`config.mk`:
```
export PLATFORM = sky130hd
export DESIGN_NAME = vsae_gain
export DESIGN_NICKNAME = d
export VERILOG_FILES = /design/src/design/vsae_pkg.sv /design/src/design/vsae_gain.sv
export SDC_FILE = /design/constraint.sdc
export NUM_CORES = 1
export LEC_CHECK = 0
export BUFFER_PORTS_ARGS = -buffer_cell sky130_fd_sc_hd__buf_2
export CAP_MARGIN = 0
export CORE_MARGIN = 1
export CORE_UTILIZATION = 48
export CTS_CLUSTER_DIAMETER = 60
export CTS_CLUSTER_SIZE = 16
export DETAILED_ROUTE_END_ITERATION = 16
export PLACE_DENSITY_LB_ADDON = 0.08
export SYNTH_ARGS = -nofsm -noshare
export SYNTH_HDL_FRONTEND = slang
export SYNTH_SLANG_ARGS = --single-unit
```
`constraint.sdc`:
```
create_clock -name clk -period 7.78 [get_ports clk]
set_input_delay 1.167 -clock clk [delete_from_list [all_inputs] [get_ports clk]]
set_output_delay 1.167 -clock clk [all_outputs]
set_load 0.01 [all_outputs]
```
`src/design/vsae_pkg.sv`:
```
// Shared constants and arctangent table for the velocity to speed/azimuth/elevation block.
`default_nettype none

package vsae_pkg;

  localparam int FRAC_BITS = 16;
  localparam int ANG_W     = 32;
  localparam int ANG_SHIFT = 16;
  localparam int TABLE_LEN = 24;
  localparam int AZ_W      = 15;
  localparam int EL_W      = 13;
  localparam int SPEED_W   = 16;

  // angles in units of 2^-22 degree
  localparam logic signed [ANG_W-1:0] ANG_180  = 32'sd754974720;
  localparam logic signed [ANG_W-1:0] ANG_360  = 32'sd1509949440;
  localparam logic signed [ANG_W-1:0] ANG_HALF = 32'sd32768;

  localparam logic [AZ_W-1:0]    AZ_FULL   = 15'd23040;
  localparam logic [EL_W-1:0]    EL_MAX    = 13'd5760;
  localparam logic [SPEED_W-1:0] SPEED_MAX = 16'hFFFF;

  // 1/K in Q32
  localparam logic [31:0] GAIN_INV = 32'd2608131496;
  localparam logic [63:0] GAIN_RND = 64'h0000_0000_8000_0000;

  // atan(2^-i), 2^-22 degree units
  localparam logic signed [ANG_W-1:0] ATAN_TAB [TABLE_LEN] = '{
    32'sd188743680, 32'sd111421900, 32'sd58872272, 32'sd29884485,
    32'sd15000234,  32'sd7507429,   32'sd3754631,  32'sd1877430,
    32'sd938729,    32'sd469366,    32'sd234683,   32'sd117342,
    32'sd58671,     32'sd29335,     32'sd14668,    32'sd7334,
    32'sd3667,      32'sd1833,      32'sd917,      32'sd458,
    32'sd229,       32'sd115,       32'sd57,       32'sd29
  };

endpackage

`default_nettype wire

```
`src/design/vsae_gain.sv`:
```
// Two-stage CORDIC gain correction: rounded multiply by 1/K in Q32.
`default_nettype none

module vsae_gain import vsae_pkg::*; #(
  parameter int AW = 33,
  parameter int SW = 1
) (
  input  wire logic          clk,
  input  wire logic          rst_n,
  input  wire logic          v_in,
  input  wire logic [AW-1:0] a_in,
  input  wire logic [SW-1:0] side_in,
  output logic               v_out,
  output logic [AW-1:0]      p_out,
  output logic [SW-1:0]      side_out
);

  localparam int EW = (AW > 32) ? AW : 33;
  localparam int HW = EW - 32;

  logic [EW-1:0]    a_ext;
  logic [63:0]      lo_prod_nxt;
  logic             v_a_r;
  logic [63:0]      lo_prod_r;
  logic [HW-1:0]    hi_r;
  logic [SW-1:0]    side_a_r;

  logic [HW+31:0]   hi_prod;
  logic [32:0]      lo_rnd;
  logic [HW+32:0]   sum;
  logic             v_b_r;
  logic [AW-1:0]    p_r;
  logic [SW-1:0]    side_b_r;

  // stage A: low 32 bits times 1/K
  always_comb begin
    a_ext       = EW'(a_in);
    lo_prod_nxt = 64'(a_ext[31:0]) * 64'(GAIN_INV);
  end

  // stage B: high bits times 1/K plus rounded low product
  always_comb begin
    hi_prod = (HW+32)'(hi_r) * (HW+32)'(GAIN_INV);
    lo_rnd  = 33'((65'(lo_prod_r) + 65'(GAIN_RND)) >> 32);
    sum     = (HW+33)'(hi_prod) + (HW+33)'(lo_rnd);
  end

  always_ff @(posedge clk) begin
    if (!rst_n) begin
      v_a_r <= 1'b0;
      v_b_r <= 1'b0;
    end else begin
      v_a_r <= v_in;
      v_b_r <= v_a_r;
    end
  end

  always_ff @(posedge clk) begin
    lo_prod_r <= lo_prod_nxt;
    hi_r      <= a_ext[EW-1:32];
    side_a_r  <= side_in;
    p_r       <= sum[AW-1:0];
    side_b_r  <= side_a_r;
  end

  assign v_out    = v_b_r;
  assign p_out    = p_r;
  assign side_out = side_b_r;

endmodule

`default_nettype wire

```
**Word-level counts from Yosys, hierarchy flattened**

Cells that the tools add are included.
Widths: inputs -> output; s select.

- Bits in registers: 99
- Logic and storage cells: 11

- $add $sub $neg: 2
- $mul: 2

Operators with widths:

| operator | number |
|---|---|
| $add 64x32->65 const B | 1 |
| $mul 32x29->61 const B | 1 |
| $add 33x33->33 | 1 |
| $mul 1x29->30 const B | 1 |

**Logic depth before layout (Yosys ltp)**

- Depth in word-level cells: 2
- Mapped depth: 24

**Worst setup path after synthesis**

No wires, ideal clock.

- Path kind: input port to flip-flop
- Start: in a_in[8]
- End: reg lo_prod_r[50]
- Arrival time: 7.631 ns
- Setup slack: 0.067 ns
- Stages: 24
- Path buffers: 0
- Path through: inv_1 fa_1 fa_1 inv_1 fa_1 inv_1 fa_1 inv_1 fa_1 fa_1 fa_1 inv_1 fa_1 inv_1 ha_1 a211oi_1 o22ai_1 or3_1 nor4_2 a211o_1 a21oi_1 o211a_1 or4b_1 o2111ai_1

- Cells in the longest elaborated chain, start to end: 1

Ends and longest elaborated chain:

| element | RTL line | source |
|---|---|---|
| start: declaration | vsae_gain.sv:11 | `input wire logic [AW-1:0] a_in,` |
| $mul 32x29->61 | vsae_gain.sv:38 | `lo_prod_nxt = 64'(a_ext[31:0]) * 64'(GAIN_INV);` |
| net lo_prod_nxt[50] | vsae_gain.sv:22 | `logic [63:0] lo_prod_nxt;` |
| end signal: assignment | vsae_gain.sv:59 | `lo_prod_r <= lo_prod_nxt;` |
| end: declaration | vsae_gain.sv:24 | `logic [63:0] lo_prod_r;` |

The timed path passes the listed nets, and every way through them passes these cells.
A chain may end at the register's enable or synchronous reset.

**Worst setup path after layout**

Ends and elaborated chain as after synthesis.

==> run summary <==
The library cell contributing the largest single delay on the critical path is fa_1. In this run the most used layer during global routing was met2. The number of rows in the core area came out at 76.

The flow ran to the end, and the final reports show no timing, DRC or antenna violations. The pin count of the biggest net entering global routing is 19. After the last flow step, the layout net total stands at around 3300. Clock skew on the completed layout was measured at 0.003967 ns. From bottom edge to top edge, the die measures 212.5 um. After detailed routing, the number of vias per cell comes to 4.899.

The number of antenna diodes is 0. The synthesis-stage register bit count is 71. The relative slew slack came out at 0.4487.

The initial antenna violation count came out at 0. The number of max-slew violations in the final report came out at 0. The number of top-level pins is roughly 70.

Clock-pin slew was measured on the worst setup and hold paths at roughly 0.05 ns. The multi-input logic area came out at 17170 sq um. After detailed routing, the average wire length per cell comes to 18.65 um. The die is between 200 and 250 um wide.

The worst hold path begins at side_a_r$_DFF_P_. The floorplan die area came out at between 40000 and 50000 sq um. The number of port buffers is roughly 70. The first-pass GRT wire length came out at around 87000 um. The critical path in this run is classified as input pin to flop.

The cell that appears most often on the critical path is fa_1. The number of enable-type register cells in the synthesized netlist came out at 0. The HPWL reported at the end of detailed placement is approximately 52000 um.

Summing every instance area after synthesis gives between 20000 and 25000 sq um. The total wirelength of the detailed-routed design came out at approximately 56000 um. The startpoint identified for the worst register-to-register timing path is lo_prod_r[38]$_DFF_P_. After layout, the minimum clock period comes to between 7 and 8 ns. After global routing the overflow that remains totals 0. The number of global-route vias before repair came out at between 15000 and 20000.

The number of hold-slack violations in the final timing report came out at 0. The max-cap check violation count is 0. The critical path starts at a_in[8]. The maximum single-stage delay on the critical path came out at approximately 0.56 ns.

The clock insertion delay at the later pin of the skew report is around 0.33 ns. The net count after synthesis came out at 3008. The data arrival time of the critical path is 7.82 ns. CTS saw about 70 sinks. Leaving out fill and tap cells, the most frequent cell in the layout is inv_1. Walking the worst path, the cells encountered are buf_2 -> inv_1 -> buf_4 -> fa_1 -> fa_1 -> inv_1 -> fa_1 -> fa_1 -> fa_1 -> fa_1 -> fa_1 -> inv_1 -> fa_1 -> inv_1 -> ha_1 -> o21ai_2 -> o22ai_1 -> or3_4 -> nor4_4 -> a211o_1 -> a21oi_1 -> o211a_1 -> or4b_1 -> o2111ai_1. Setup total negative slack on the finished layout was measured at 0 ns. TritonCTS built the clock tree. For this run, design rule violations remaining after detail routing come to 0. The gate count after technology mapping came out at 2140.

The H-tree generated during clock tree synthesis spans 3 levels. In this run the deepest clock path goes through 2 buffers. Setup repair after global routing could not meet its margin everywhere. The unique cell type count in the Yosys netlist came out at slightly above 70. The DRC violation total after the first TritonRoute iteration came out at slightly above 600. The number of endpoints failing setup at the final stage came out at 0. The endpoint type of the worst setup path is a flop. The routed via count came out at approximately 15000. The leading register cell type out of synthesis is dfxtp_1. The fraction of layout instances using a drive strength above 1 came out at 0.1288. The initial utilization of the core area, before any placement, comes to 0.4905. The global routing usage on met3 is 0.04860. The flip-flop and latch area is roughly 1400 sq um. The post-route antenna net violation count is 0. During synthesis, Yosys emitted a total of 0 warnings. The share of async-settable or async-resettable flops after synthesis is 0. The actual transition at the worst max-transition pin is 0.8258 ns. The first detailed-routing pass ran for 5 iterations. The count of filler cells inserted in the layout is a little over 4000.

The global router's overall resource usage came out at 0.2596. Relative to the synthesized area, the layout overhead comes to 13.37%. The path class of the tightest hold or removal check is flop to flop. The congestion estimate from routability-driven global placement came to 0.9467.

In the layout the commonest cells are inv_1, fa_1, ha_1, buf_4, dfxtp_1. The total area inside the core boundary comes to between 40000 and 50000 sq um. Of the available clock period, the critical path in the final layout requires 0.9739. The average instance in the mapped netlist occupies between 9 and 10 sq um.

The highest clock rate is approximately 130 MHz. The share of the yosys chip area belonging to registers came out at 0.06683. The TritonCTS buffer count came out at 9.

The routing usage on met2 is 0.3959. In the global route stage, met1 resource usage came out at 0.3877. The highest net fanout along the worst path came out at 4. The worst endpoint required time came out at 8.02 ns. The worst setup path is launched from an input pin. The clock root buffer master is clkbuf_16.
[Yosys cell counts (4+ instances only)]
master,count,area (sq um)
and4_1,5,43.79
nand4_1,18,112.6
nand2_1,46,172.7
a211oi_1,13,97.59
a31oi_1,13,81.33
o21a_1,6,45.04
and2_1,9,56.30
o22ai_1,8,50.05
o21ai_1,8,40.04
or3_1,5,31.28
nor3_1,10,50.05
inv_1,734,2755
o221ai_1,4,35.03
nand3_1,22,110.1
o21ai_0,30,150.1
a21o_1,26,195.2
xor2_1,28,245.2
xnor2_1,54,473.0
nor2b_1,8,50.05
ha_1,374,4679
o21bai_1,6,45.04
fa_1,457,9149
dfxtp_1,71,1421
o211ai_1,4,30.03
a21oi_1,55,275.3
and3_1,16,100.1
or2_2,5,31.28
nor2_1,39,146.4
[layer usage]
metal  share of wire  up-vias
met5               0        -
met4           0.014        0
met3           0.064       40
met2            0.43      335
met1            0.49     7206
li1                -     7039
[registers in the layout (all words and copies together), names as in the netlist]
register,cells
side_out,1
p_out,33
hi_r,1
lo_prod_r,33
v_out,1
side_a_r,1
v_a_r,1
[per-stage QoR]
| step | cell area (sq um) | instances | utilization | setup WS (ns) | hold slack, ns |
|---|---|---|---|---|---|
| floorplan | 21270 | 2140 | - | 0.06695 | 0.3096 |
| detailed placement | 23680 | 2965 | 0.5461 | -0.4411 | 0.3171 |
| CTS | 24010 | 2982 | 0.5537 | 0.006353 | 0.3295 |
| global placement | 23680 | 2965 | 0.5461 | -0.3309 | 0.3134 |
| finish | 24110 | 2984 | 0.5560 | 0.2029 | 0.3253 |
| global route | 24110 | 2984 | 0.5560 | -0.03896 | 0.3322 |
[area by class of cell]
| type | count | area share |
|---|---|---|
| Clock buffer | 13 | 0.01079 |
| Clock inverter | 3 | 0.0007265 |
| Inverter | 734 | 0.1144 |
| Multi-Input combinational cell | 1327 | 0.7120 |
| Sequential cell | 71 | 0.05895 |
| Tap cell | 585 | 0.03036 |
| Timing Repair Buffer | 251 | 0.07281 |
[path summary, 6_finish.rpt]
check	slack [ns]	depth (start not counted)	end
max	0.20	24	lo_prod_r[50]$_DFF_P_
min	0.33	0	side_out$_DFF_P_
max reg2reg	3.64	14	p_out[30]$_DFF_P_
min reg2reg	0.33	0	side_out$_DFF_P_
[cell families after synthesis]
kind of cell               after synthesis  synth area share
muxes                                    1         0.0004707
DFF                                     71           0.06683
and+or+nand+nor                        213           0.05613
xor gates and xnor gates                83           0.03453
AOI/OAI and AO/OA                      199           0.06036
buffers and inverters                  742            0.1315
adders and majority gates              831            0.6502
[critical path: cells and delay by family]
family | cells | cell delay (ns)
adder cells (fa/ha/maj) | 9 | 4.20
AND/OR/NAND/NOR | 3 | 1.03
AO/OA/AOI/OAI | 6 | 0.91
buffers and inverters | 6 | 0.51
[timing repair]
action                                  CTS  global route
hold buffers                              0             0
buffers inserted                          1             2
endpoints found under the setup margin   11            17
gates resized for setup                   9            20
pin swaps                                 2             5
Power is not shown: default switching activity piles up to over one toggle a cycle in this logic, so the estimate is an artifact.
